$ cat src/rtl/core/utpc_pkg.sv
// Shared constants, types and the ones-complement fold for the pseudo header checksum block.
package utpc_pkg;

    localparam int unsigned WordWidth = 16;
    localparam int unsigned AddrWidth = 32;
    localparam int unsigned ProtoWidth = 8;
    localparam int unsigned CfgIndexWidth = 2;
    // eight 16-bit operands fit in 19 bits
    localparam int unsigned SumWidth = WordWidth + 3;

    localparam logic [CfgIndexWidth-1:0] CFG_SOURCE_ADDRESS = 2'd0;
    localparam logic [CfgIndexWidth-1:0] CFG_DESTINATION_ADDRESS = 2'd1;
    localparam logic [CfgIndexWidth-1:0] CFG_PROTOCOL_NUMBER = 2'd2;

    localparam logic [ProtoWidth-1:0] PROTOCOL_RESET = 8'd17;
    localparam logic [WordWidth-1:0] WORD_MAX = 16'hFFFF;

    // segment snapshot taken at the closing item
    typedef struct packed {
        logic [WordWidth-1:0] data_sum;
        logic [WordWidth-1:0] pad_word;
        logic [WordWidth-1:0] byte_count;
    } utpc_close_t;

    // ones-complement 16-bit add with end-around carry
    function automatic logic [WordWidth-1:0] oc_add(
        input logic [WordWidth-1:0] a,
        input logic [WordWidth-1:0] b
    );
        logic [WordWidth:0] s;
        s = {1'b0, a} + {1'b0, b};
        return s[WordWidth-1:0] + {{(WordWidth-1){1'b0}}, s[WordWidth]};
    endfunction

    // fold a binary sum of up to eight words into 16 bits
    function automatic logic [WordWidth-1:0] oc_fold(input logic [SumWidth-1:0] t);
        logic [WordWidth:0] a;
        a = {1'b0, t[WordWidth-1:0]} + {{(WordWidth-2){1'b0}}, t[SumWidth-1:WordWidth]};
        return a[WordWidth-1:0] + {{(WordWidth-1){1'b0}}, a[WordWidth]};
    endfunction

endpackage

$ cat src/rtl/core/utpc_accum.sv
// Running word sum, odd byte holding and byte count of the segment in flight.
module utpc_accum (
    input  logic                       aclk,
    input  logic                       aresetn,
    input  logic                       accept,
    input  logic [7:0]                 data_byte,
    input  logic                       has_byte,
    input  logic                       last_item,
    output utpc_pkg::utpc_close_t      close_info
);
    import utpc_pkg::*;

    logic [WordWidth-1:0] running_sum_reg, running_sum_next;
    logic [7:0]           pending_high_byte_reg, pending_high_byte_next;
    logic                 odd_byte_waiting_reg, odd_byte_waiting_next;
    logic [WordWidth-1:0] byte_count_reg, byte_count_next;

    always_comb begin
        running_sum_next = running_sum_reg;
        pending_high_byte_next = pending_high_byte_reg;
        odd_byte_waiting_next = odd_byte_waiting_reg;
        byte_count_next = byte_count_reg;
        if (has_byte) begin
            if (odd_byte_waiting_reg) begin
                running_sum_next = oc_add(running_sum_reg, {pending_high_byte_reg, data_byte});
                pending_high_byte_next = 8'd0;
                odd_byte_waiting_next = 1'b0;
            end else begin
                pending_high_byte_next = data_byte;
                odd_byte_waiting_next = 1'b1;
            end
            if (byte_count_reg != WORD_MAX) begin
                byte_count_next = byte_count_reg + 16'd1;
            end
        end
    end

    // a trailing odd byte is padded with a zero low byte
    assign close_info.data_sum = running_sum_next;
    assign close_info.pad_word = odd_byte_waiting_next ? {pending_high_byte_next, 8'd0} : '0;
    assign close_info.byte_count = byte_count_next;

    always_ff @(posedge aclk) begin
        if (!aresetn) begin
            running_sum_reg <= '0;
            pending_high_byte_reg <= '0;
            odd_byte_waiting_reg <= 1'b0;
            byte_count_reg <= '0;
        end else if (accept) begin
            if (last_item) begin
                running_sum_reg <= '0;
                pending_high_byte_reg <= '0;
                odd_byte_waiting_reg <= 1'b0;
                byte_count_reg <= '0;
            end else begin
                running_sum_reg <= running_sum_next;
                pending_high_byte_reg <= pending_high_byte_next;
                odd_byte_waiting_reg <= odd_byte_waiting_next;
                byte_count_reg <= byte_count_next;
            end
        end
    end

endmodule

$ cat src/rtl/core/udp_tcp_pseudo_header_checksum.sv
// Top level: UDP/TCP checksum over segment bytes plus the IPv4 pseudo header.
//
// Usage: segment bytes enter one per item on the s_ stream, first byte first.
// s_tuser (has_byte) marks whether s_tdata carries a byte; s_tlast closes the
// segment, and an item with s_tuser low and s_tlast high closes it without a
// byte. Each closing item yields one m_ item with the complemented checksum
// and the byte count; other items yield nothing.
// Addresses and protocol number come from the write port (cfg_index 0, 1, 2)
// and are to be written only while no segment is in progress; the block itself does not enforce this.
// Throughput: one item per cycle while s_tready is high, set by the single
// 16-bit end-around add of the running sum. The closing register loads when
// the closing item is accepted, and the pseudo header add and fold then feed
// the output register, which drives m_tvalid and m_tdata.
// Reset (aresetn low, synchronous) clears the running sum, the byte count and
// both pipeline valids; addresses go to zero and the protocol number to 17.
// When m_tready is low the result holds in the output register; further
// non-closing items are still taken, and one closing item waits in the
// closing register before s_tready drops.
module udp_tcp_pseudo_header_checksum (
    input  logic        aclk,
    input  logic        aresetn,
    input  logic        s_tvalid,
    output logic        s_tready,
    input  logic [7:0]  s_tdata,     // [7:0] data_byte
    input  logic        s_tuser,     // [0] has_byte
    input  logic        s_tlast,
    output logic        m_tvalid,
    input  logic        m_tready,
    output logic [31:0] m_tdata,     // [15:0] checksum, [31:16] segment_length
    input  logic        cfg_we,
    input  logic [utpc_pkg::CfgIndexWidth-1:0] cfg_index,
    input  logic [31:0] cfg_wdata
);
    import utpc_pkg::*;

    logic [AddrWidth-1:0]  source_address_reg;
    logic [AddrWidth-1:0]  destination_address_reg;
    logic [ProtoWidth-1:0] protocol_number_reg;

    logic        accept;
    logic        advance;
    utpc_close_t close_info;
    utpc_close_t close_reg;
    logic        close_valid_reg;
    logic        m_tvalid_reg;
    logic [WordWidth-1:0] checksum_reg, checksum_next;
    logic [WordWidth-1:0] length_reg;
    logic [SumWidth-1:0]  total;

    always_ff @(posedge aclk) begin
        if (!aresetn) begin
            source_address_reg <= '0;
            destination_address_reg <= '0;
            protocol_number_reg <= PROTOCOL_RESET;
        end else if (cfg_we) begin
            case (cfg_index)
                CFG_SOURCE_ADDRESS: source_address_reg <= cfg_wdata;
                CFG_DESTINATION_ADDRESS: destination_address_reg <= cfg_wdata;
                CFG_PROTOCOL_NUMBER: protocol_number_reg <= cfg_wdata[ProtoWidth-1:0];
                default: ;
            endcase
        end
    end

    assign advance = !m_tvalid_reg || m_tready;
    assign s_tready = !close_valid_reg || advance;
    assign accept = s_tvalid && s_tready;

    utpc_accum u_accum (
        .aclk       (aclk),
        .aresetn    (aresetn),
        .accept     (accept),
        .data_byte  (s_tdata),
        .has_byte   (s_tuser),
        .last_item  (s_tlast),
        .close_info (close_info)
    );

    always_ff @(posedge aclk) begin
        if (!aresetn) begin
            close_valid_reg <= 1'b0;
        end else if (advance || !close_valid_reg) begin
            close_valid_reg <= accept && s_tlast;
        end
    end

    always_ff @(posedge aclk) begin
        if (accept && s_tlast) begin
            close_reg <= close_info;
        end
    end

    // binary sum of all eight words, folded afterwards: same as chained end-around adds
    always_comb begin
        total = {3'b000, close_reg.data_sum}
              + {3'b000, close_reg.pad_word}
              + {3'b000, source_address_reg[31:16]}
              + {3'b000, source_address_reg[15:0]}
              + {3'b000, destination_address_reg[31:16]}
              + {3'b000, destination_address_reg[15:0]}
              + {11'd0, protocol_number_reg}
              + {3'b000, close_reg.byte_count};
        checksum_next = ~oc_fold(total);
    end

    always_ff @(posedge aclk) begin
        if (!aresetn) begin
            m_tvalid_reg <= 1'b0;
        end else if (advance) begin
            m_tvalid_reg <= close_valid_reg;
        end
    end

    always_ff @(posedge aclk) begin
        if (advance && close_valid_reg) begin
            checksum_reg <= checksum_next;
            length_reg <= close_reg.byte_count;
        end
    end

    assign m_tvalid = m_tvalid_reg;
    assign m_tdata = {length_reg, checksum_reg};

endmodule
$ cat config.mk
export PLATFORM = sky130hd
export DESIGN_NAME = udp_tcp_pseudo_header_checksum
export DESIGN_NICKNAME = d
export VERILOG_FILES = /design/src/rtl/core/utpc_pkg.sv /design/src/rtl/core/utpc_accum.sv /design/src/rtl/core/udp_tcp_pseudo_header_checksum.sv
export SDC_FILE = /design/constraint.sdc
export NUM_CORES = 1
export LEC_CHECK = 0
export ABC_CLOCK_PERIOD_IN_PS = 15100
export BUFFER_PORTS_ARGS = -buffer_cell sky130_fd_sc_hd__buf_2
export CAP_MARGIN = 20
export CORE_MARGIN = 2
export CORE_UTILIZATION = 35
export DETAILED_ROUTE_END_ITERATION = 10
export GPL_TIMING_DRIVEN = 0
export PLACE_DENSITY_LB_ADDON = 0.25
export SLEW_MARGIN = 20
export SYNTH_ARGS = -nofsm -noshare
export SYNTH_HDL_FRONTEND = slang
export SYNTH_SLANG_ARGS = --single-unit
$ cat constraint.sdc
create_clock -name aclk -period 15.1 [get_ports aclk]
set_input_delay 3.02 -clock aclk [delete_from_list [all_inputs] [get_ports aclk]]
set_output_delay 3.02 -clock aclk [all_outputs]
set_load 0.01 [all_outputs]
Word-level counts from Yosys, hierarchy flattened
Cells that the tools add are included.
{ "op_classes": {"addsub": 12, "eq_ne": 3, "n_mux": 12, "bitwise": 1, "reduce_logical": 11} }
{ "op_table": {"columns": ["operator", "count"], "rows": [
  ["$mux W16", 6],
  ["$add A19 B16 Y19", 3],
  ["$add A16 B16 Y17", 2],
  ["$add A16 B1 Y16", 2],
  ["$mux W8", 3],
  ["$add A18 B16 Y19", 1],
  ["$add A19 B8 Y19", 1],
  ["$add A17 B16 Y18", 1],
  ["$add A16 B3 Y17", 1],
  ["$add A16 B1 Y16 const B", 1],
  ["$ne A16 B16 Y1 const B", 1],
  ["$not A16 Y16", 1],
  ["$reduce_and A2 Y1", 3],
  ["$logic_and A1 B1 Y1", 3],
  ["$mux W1", 3],
  ["$eq A2 B1 Y1 const B", 1],
  ["$eq A2 B2 Y1 const B", 1],
  ["$logic_not A1 Y1", 2],
  ["$logic_not A2 Y1", 1],
  ["$logic_or A1 B1 Y1", 2]
]} }
{ "word_totals": {"register_bits": 195, "in_bits": 49, "output_inout_bits": 34} }

Logic depth before layout (Yosys ltp)
Gate-level depths: netlist (run 1).
{ "depth": {"word_depth": 10, "depth_mapped": 33, "ltp_nobuf": 32} }

By module
From an unflattened synthesis (run 1), not the netlist that was laid out.
{ "unflattened": {"cells_unflattened": 1364, "area_unflattened_um2": 12839.8} }
{ "by_module_without_submodules": {"columns": ["module", "instances", "cells_each", "area_each_um2", "seq_area_each_um2"], "rows": [
  ["udp_tcp_pseudo_header_checksum", 1, 924, 9416.5, 3883.7],
  ["utpc_accum", 1, 440, 3423.3, 820.8]
]} }

Least setup slack after synthesis (run 1)
Ideal clock, no wire load.
{ "synth_timing": {"kind": "reg2reg", "from": "register source_address_reg[9]", "to": "register checksum_reg[14] (data pin)", "setup_time_ps": 260, "arrival_time_ps": 7680, "required_time_ps": 14840, "slack_ps": 7160, "path_stages_with_launch": 34, "n_path_buf": 1, "period_less_slack_ps": 7940, "path_cell_list": "dfxtp_1 > inv_1 > fa_1 > inv_1 > fa_1 > fa_1 > inv_1 > fa_1 > inv_1 > ha_1 > clkdlybuf4s50_2 > and3_1 > nand2_1 > nor3_1 > nor2_1 > o21a_1 > o21bai_1 > a21oi_1 > xnor2_1 > ha_1 > inv_1 > fa_1 > nor2b_1 > o21a_1 > nand3_1 > nand3b_1 > nor3_1 > ha_1 > nor2b_1 > nand2_1 > or2_2 > a2111o_1 > or3_4 > xnor2_1"} }
{ "synth_between": {"elab_chain_len": 8} }
{ "synth_rtl": {"columns": ["item", "line_no", "rtl"], "rows": [
  ["start, declared", "udp_tcp_pseudo_header_checksum.sv:36", "logic [AddrWidth-1:0] source_address_reg;"],
  ["start signal, assigned", "udp_tcp_pseudo_header_checksum.sv:57", "CFG_SOURCE_ADDRESS: source_address_reg <= cfg_wdata;"],
  ["$add A18 B16 Y19", "udp_tcp_pseudo_header_checksum.sv:98", "+ {3'b000, source_address_reg[15:0]}"],
  ["$add A19 B16 Y19", "udp_tcp_pseudo_header_checksum.sv:99", "+ {3'b000, destination_address_reg[31:16]}"],
  ["$add A19 B16 Y19", "udp_tcp_pseudo_header_checksum.sv:100", "+ {3'b000, destination_address_reg[15:0]}"],
  ["$add A19 B8 Y19", "udp_tcp_pseudo_header_checksum.sv:101", "+ {11'd0, protocol_number_reg}"],
  ["$add A19 B16 Y19", "udp_tcp_pseudo_header_checksum.sv:102", "+ {3'b000, close_reg.byte_count};"],
  ["$add A16 B3 Y17", "utpc_pkg.sv:38", "a = {1'b0, t[WordWidth-1:0]} + {{(WordWidth-2){1'b0}}, t[SumWidth-1:WordWidth]};"],
  ["$add A16 B1 Y16", "utpc_pkg.sv:39", "return a[WordWidth-1:0] + {{(WordWidth-1){1'b0}}, a[WordWidth]};"],
  ["$not A16 Y16", "udp_tcp_pseudo_header_checksum.sv:103", "checksum_next = ~oc_fold(total);"],
  ["via checksum_next[14]", "udp_tcp_pseudo_header_checksum.sv:46", "logic [WordWidth-1:0] checksum_reg, checksum_next;"],
  ["end signal, assigned", "udp_tcp_pseudo_header_checksum.sv:116", "checksum_reg <= checksum_next;"],
  ["end, declared", "udp_tcp_pseudo_header_checksum.sv:46", null]
]} }
The timed path passes the listed nets, and every way through them passes these cells.
A chain may end at the register's enable or synchronous reset.

Worst setup path in the final report (run 1)
Same ends and word-level chain as after synthesis.

==> results of run 1 <==
worst min-delay path, stage by stage, from the launching register on:
cell      delay, ns
dfxtp_1        0.31
nand2_1        0.04
a21boi_0       0.06
placed cells by master, fill, tap and decap left out, types with 6 or more instances in the layout:
cell       count
ha_1          45
a21oi_1       33
and2_1         6
a21boi_0      72
mux2i_1        8
fa_1          80
nand3_1       18
nand2_1      186
xor2_1        24
clkbuf_1      48
o21ai_0       36
or2_2         10
dfxtp_1      115
nor2_1        51
and3_1        10
a21o_1        11
buf_2         80
nor2b_1       44
edfxtp_1      72
clkbuf_16     18
nor3_1        20
inv_1        175
xnor2_1       42
a22oi_1       27
a31oi_1       13
nor3b_1        7
a22o_1         8
stage by stage:
step	cells	hold slack [ns]	util [%]	total power (uW)	cell area, um^2
after floorplan	1278	0.426	-	989	12100
after global placement	1806	0.452	38.6	1120	13000
after detailed placement	1807	0.459	38.7	1120	13000
after CTS	1839	0.468	40.5	1590	13600
after global routing	1839	0.492	40.5	1670	13600
final	1839	0.466	40.5	1570	13600
Yosys cell counts, drive strengths merged (7+ instances only):
cell type and count:
nand2 186, inv 176, dfxtp 115, fa 80, a21boi 72, edfxtp 72
nor2 51, clkbuf 49, nor2b 46, ha 45, xnor2 42, o21ai 38
a21oi 33, a22oi 27, xor2 24, nor3 20, nand3 19, a31oi 13
a21o 11, and3 11, or2 11, a22o 8, mux2i 8, and2 7
nor3b 7, or3 7
layout make-up:
type	instances	share of cell area [%]
Multi-Input combinational cell	861	49.0
Sequential cell	187	32.7
Inverter	176	4.84
Tap cell	448	4.11
Clock buffer	19	3.33
Timing Repair Buffer	81	3.08
Buffer	54	1.85
Clock inverter	13	1.06
per-layer routing:
| layer | share of wire [%] | up-vias |
|---|---|---|
| li1 | - | 4484 |
| met1 | 46 | 4357 |
| met2 | 48 | 199 |
| met3 | 5.0 | 22 |
| met4 | 1.1 | 0 |
| met5 | 0 | - |
worst min path at each step:
stage	startpoint	end	cells after the start
after floorplan	close_reg[10]	length_reg[10]	0
after global placement	source_address_reg[10]	source_address_reg[10]	2
after detailed placement	destination_address_reg[4]	destination_address_reg[4]	2
after CTS	source_address_reg[22]	source_address_reg[22]	2
after global routing	source_address_reg[1]	source_address_reg[1]	2
final	destination_address_reg[4]	destination_address_reg[4]	2
power groups by stage:
stage / Combinational (uW) / Sequential (uW) / Clock (uW)
floorplan: 411 / 578 / 0
global placement: 539 / 578 / 0
detailed placement: 547 / 578 / 0
CTS: 550 / 566 / 471
global route: 613 / 568 / 492
finish: 546 / 566 / 462
logic make-up after synthesis:
family,after synthesis,share of synthesized area (%)
AND/OR/NAND/NOR,397,16.0
XOR/XNOR,66,4.80
buffers and inverters,230,7.58
multiplexers,10,0.851
flip-flops,187,37.0
adder cells (fa/ha/maj),126,18.0
AO/OA/AOI/OAI,262,15.6
==> summary.md, run 1 <==
| Metric | Value |
|---|---|
| Status | finished, final reports clean |
| Hold Path Class | reg -> reg |
| Clock skew | roughly 0.02 ns |
| Largest net degree at the start of global routing | 41 |
| Htree depth | 4 |
| Port Buffers | 80 |
| # fillers | around 3.4k |
| Max incr delay on CP | just under 0.6 ns |
| Slowest library cell on the worst path | clkdlybuf4s50_2 |
| N_diodes | 0 |
| Vias in the first global route | 8919 |
| Final slew viol count | 0 |
| Crit path capture type | register |
| Clock Path Buffers | 2 |
| Seq/Total Area, Yosys | 37.0% |
| Post-Syn Nets | 1452 |
| Final WL | 31100 um |
| Initial antenna violation count | 0 |
| Clock Sinks | 187 |
| Worst-Margin Slew | 1.06 ns |
| Worst Path Buf+Inv | 6 |
| Grt ovf | 0 |
| Num ports | 83 |
| Place WS | 6.28 ns |
| Sw Ratio | between 30% and 40% |
| Clock group share of total power | 29.4% |
| Final setup TNS | 0 ns |
| Setup crit end | checksum_reg[14] |
| GRT Util Overall | 18.0% |
| Die Y | 190 um |
| Num CTS Buffers | 17 |
| CP startpoint | source_address_reg[9] |
| Final setup viols | 0 |
| Area of the multi-input gates | approximately 0.0067 mm^2 |
| Routing usage on met3 | 3.60% |
| Die W | 190 um |
| Seq pwr share | between 30% and 40% |
| Ys Warns | 0 |
| Pwr per Cell Area | 115 mW/mm^2 |
| Slew HR | 28.9% |
| Hold_buf cts | 0 |
| Post-Syn Instances | 1278 |
| Via count | 9062 |
| Tcrit/Tclk final | 59.0% |
| R2r startpoint | source_address_reg[9] |
| Wire per inst | 16.9 um |
| FF+latch area | between 0.004 and 0.005 mm^2 |
| Clk pin slew, worst setup/hold paths | 0.08 ns |
| Dpl hpwl | 24700 um |
| Cell type with the largest total area after synthesis | dfxtp_1 |
| Crit path max-delay family | adder cells |
| Met2 GRT Util | 30.3% |
| Power share of the combinational group | 34.7% |
| Reg2reg end | checksum_reg[14] |
| Area Growth Syn to Fin | 13.2% |
| CTS tree | built |
| WP depth | 33 |
| Synthesized area | 0.0121 mm^2 |
| Num rows | 67 |
| Clock period minus worst slack | 8.91 ns |
| Critical Path Fanout Max | 8 |
| Post-CTS Setup Bufs | 0 |
| DIE AREA | ~0.036 mm^2 |
| DR pass1 iterations | 5 |
| RD Place Congestion | 0.848 |
| Final hold violations | 0 |
| RSZ-0062 raised after global routing | no |
| GRT met1 Usage | 23.8% |
| Startpoint type of the worst setup path | register |
| Core ar. | around 0.034 mm^2 |
| Root buffer cell | clkbuf_16 |
| Iteration-0 DRC Markers | 615 |
| Req. time, crit path | 15.29 ns |
| Share of cells above drive strength 1 | 11.0% |
| Yosys cell types | 82 |
| Final #Nets | 1552 |
| Synth Flop Type | dfxtp_1 |
| Number of synthesized flops with an enable pin | 72 |
| Worst Path Arrival | between 9 and 10 ns |
| Final ANT Viol Nets | 0 |
| Share of the synthesized area in the top cell type | about a fifth |
| Register bit total from synthesis | 187 |
| Largest register FFs | 40 |
| R2R cell count | 33 |
| FMAX | 112 MHz |
| DRC viols | 0 |
| Worst Setup Slack, final | 6.19 ns |
| Synthesized area per cell | 9.43 um^2 |
| Pint | 1030 uW |
| Global route hottest layer | met2 |
| Dominant cells by area after synthesis | dfxtp_1, edfxtp_1, fa_1 |
| Crit Path Class | reg -> reg |
| Starting density of the core | 35.8% |
| Worst R2R Setup Slack | 6.19 ns |
| CTS resizes | 0 |
| Pleak | 0.00549 uW |
| Vias per cell | slightly below 5 |
| Max Cap Viol | 0 |
| Worst VDD drop | 68.9 uV |
| Clock Latency Late Sink | ~0.44 ns |
| First-pass GRT wire length | 49200 um |
| Async SR Flop Fraction | 0% |
| NetSw | between 500 and 600 uW |
Power figures use the tool's default switching activity.
==> inputs of run 2 (changes only) <==
--- a/config.mk
+++ b/config.mk
@@ -5,7 +5,7 @@
 export SDC_FILE = /design/constraint.sdc
 export NUM_CORES = 1
 export LEC_CHECK = 0
-export ABC_CLOCK_PERIOD_IN_PS = 15100
+export ABC_CLOCK_PERIOD_IN_PS = 7900
 export BUFFER_PORTS_ARGS = -buffer_cell sky130_fd_sc_hd__buf_2
 export CAP_MARGIN = 20
 export CORE_MARGIN = 2
==> constraint.sdc (replaced) <==
create_clock -name aclk -period 7.9 [get_ports aclk]
set_input_delay 1.58 -clock aclk [delete_from_list [all_inputs] [get_ports aclk]]
set_output_delay 1.58 -clock aclk [all_outputs]
set_load 0.01 [all_outputs]
==> run 2 against run 1 <==
Net effect: count of clock-buffer cells in the layout fell by 2; non-clock buffer count rose by 42; sequential power rose by 91%; combinational power rose by 120%; clock skew fell by 0.0018 ns; die area did not move; routed wire length rose by 3.7%.
==> summary.md, run 2 (synthesis results as in run 1) <==
| Metric | Value |
|---|---|
| Clock skew | 0.0178 ns |
| Iteration-0 DRC Markers | around 650 |
| Wire per inst | 17.2 um |
| RSZ-0062 raised after global routing | yes |
| Vias in the first global route | 9024 |
| Final WL | 32300 um |
| Worst-Margin Slew | 0.959 ns |
| DR pass1 iterations | 5 |
| Clock Sinks | 187 |
| Post-route cell area | 0.0142 mm^2 |
| Worst Setup Slack, final | around 0.19 ns |
| Htree depth | 4 |
| DIE AREA | 0.0359 mm^2 |
| Largest register FFs | 40 |
| GRT Util Overall | 18.2% |
| Root buffer cell | clkbuf_16 |
| Num ports | 83 |
| Power, Total | roughly 3200 uW |
| Crit path top cell by count | fa_1 |
| Final ANT Viol Nets | 0 |
| Area Growth Syn to Fin | 17.9% |
| Hold_sp | close_reg[9] |
| CP startpoint | close_reg[3] |
| Max Cap Viol | 0 |
| Worst VDD drop | 173 uV |
| Hold_buf cts | 0 |
| Hold Path Class | reg -> reg |
| CTS tree | built |
| Power share of the combinational group | 37.7% |
| Clk pin slew, worst setup/hold paths | 0.07 ns |
| Worst Path Arrival | 7.90 ns |
| Slew HR | 35.6% |
| Dpl hpwl | 25200 um |
| Clock Path Buffers | 2 |
| # fillers | 3320 |
| Final setup viols | 0 |
| Clock period minus worst slack | ~7.7 ns |
| Port Buffers | 80 |
| NetSw | 1110 uW |
| Clock Latency Late Sink | 0.44 ns |
| Max incr delay on CP | between 0.5 and 0.6 ns |
| Req. time, crit path | slightly above 8 ns |
| R2r startpoint | close_reg[3] |
| N_diodes | 0 |
| Final hold violations | 0 |
| Startpoint type of the worst setup path | register |
| First-pass GRT wire length | around 50000 um |
| Num CTS Buffers | 17 |
| Pleak | roughly 0.0057 uW |
| Die Y | 190 um |
| Seq pwr share | 33.6% |
| Place WS | -0.849 ns |
| Final #Nets | around 1.6k |
| Dpl cell area | about 0.013 mm^2 |
| Slowest library cell on the worst path | fa_1 |
| Die W | 190 um |
| Tcrit/Tclk final | 97.7% |
| Critical Path Fanout Max | 4 |
| Share of cells above drive strength 1 | 16.4% |
| Pwr per Cell Area | around 230 mW/mm^2 |
| Final slew viol count | 0 |
| FMAX | 130 MHz |
| Num rows | 67 |
| Pint | 2110 uW |
| Via count | 9224 |
| Status | finished, final reports clean |
| Vias per cell | 4.90 |
| Core ar. | approximately 0.034 mm^2 |
| RD Place Congestion | 0.826 |
| Sw Ratio | 34.5% |
| Commonest non-fill, non-tap cell in the layout | nand2_1 |
| Crit path capture type | register |
| Initial antenna violation count | 1 |
| Crit Path Class | reg -> reg |
| Grt ovf | 0 |
| Starting density of the core | 35.8% |
| Commonest non-fill, non-tap cells in the layout | nand2_1, inv_1, dfxtp_1 |
| Largest net degree at the start of global routing | 41 |
| Clock group share of total power | ~29% |
| DRC viols | 0 |
[run 2: layout make-up]
| class | instances | area [um^2] | area share (%) |
|---|---|---|---|
| repair buffers | 128 | 773 | 5.44 |
| clock buffers | 17 | 425 | 3.00 |
| flip-flops and latches | 187 | 4470 | 31.4 |
| well taps | 448 | 561 | 3.95 |
| multi-input cells | 861 | 6900 | 48.6 |
| plain buffers | 49 | 219 | 1.54 |
| clock inverters | 15 | 203 | 1.43 |
| inverters | 176 | 661 | 4.65 |
[run 2: per-layer routing]
layer | up-vias | share of wire (%) | global-route usage (%)
met5 | - | 0 | 0
met4 | 0 | 1.8 | 5.01
met3 | 31 | 3.4 | 2.27
met2 | 173 | 47 | 30.8
met1 | 4460 | 47 | 24.6
li1 | 4560 | - | -
[run 2: power groups by stage]
stage / clock network (uW) / registers, uW / logic [uW]
final: 925 / 1080 / 1210
after global routing: 977 / 1080 / 1350
after CTS: 941 / 1080 / 1110
after detailed placement: 0 / 1100 / 1040
after global placement: 0 / 1100 / 1030
after floorplan: 0 / 1110 / 786
[run 2: what timing repair did]
action	CTS	global route
buffers inserted	27	21
gates resized for setup	17	36
pin swaps	16	45
setup endpoints to repair	9	6
[run 2: through the flow]
step                instances  setup TNS, ns  util [%]  hold WS (ns)
global route             1881         -0.440      42.1         0.482
detailed placement       1807          -3.48      38.7         0.448
floorplan                1278              0         -         0.426
CTS                      1864              0      41.4         0.464
finish                   1881              0      42.1         0.459
global placement         1806          -2.89      38.6         0.441
[run 2: final timing paths]
path	to	slack (ns)	depth (start not counted)
setup reg to reg	checksum_reg[14]	0.19	30
hold reg to reg	length_reg[9]	0.46	0
setup / recovery	checksum_reg[14]	0.19	30
hold / removal	length_reg[9]	0.46	0
[run 2: critical path: cells and delay by family (launching register included)]
family / cells / cell delay [ns]
AOI/OAI and AO/OA: 7 / 1.72
xor gates and xnor gates: 2 / 0.29
adders and majority gates: 8 / 3.14
buffers and inverters: 3 / 0.16
DFF: 1 / 0.44
and+or+nand+nor: 10 / 1.71
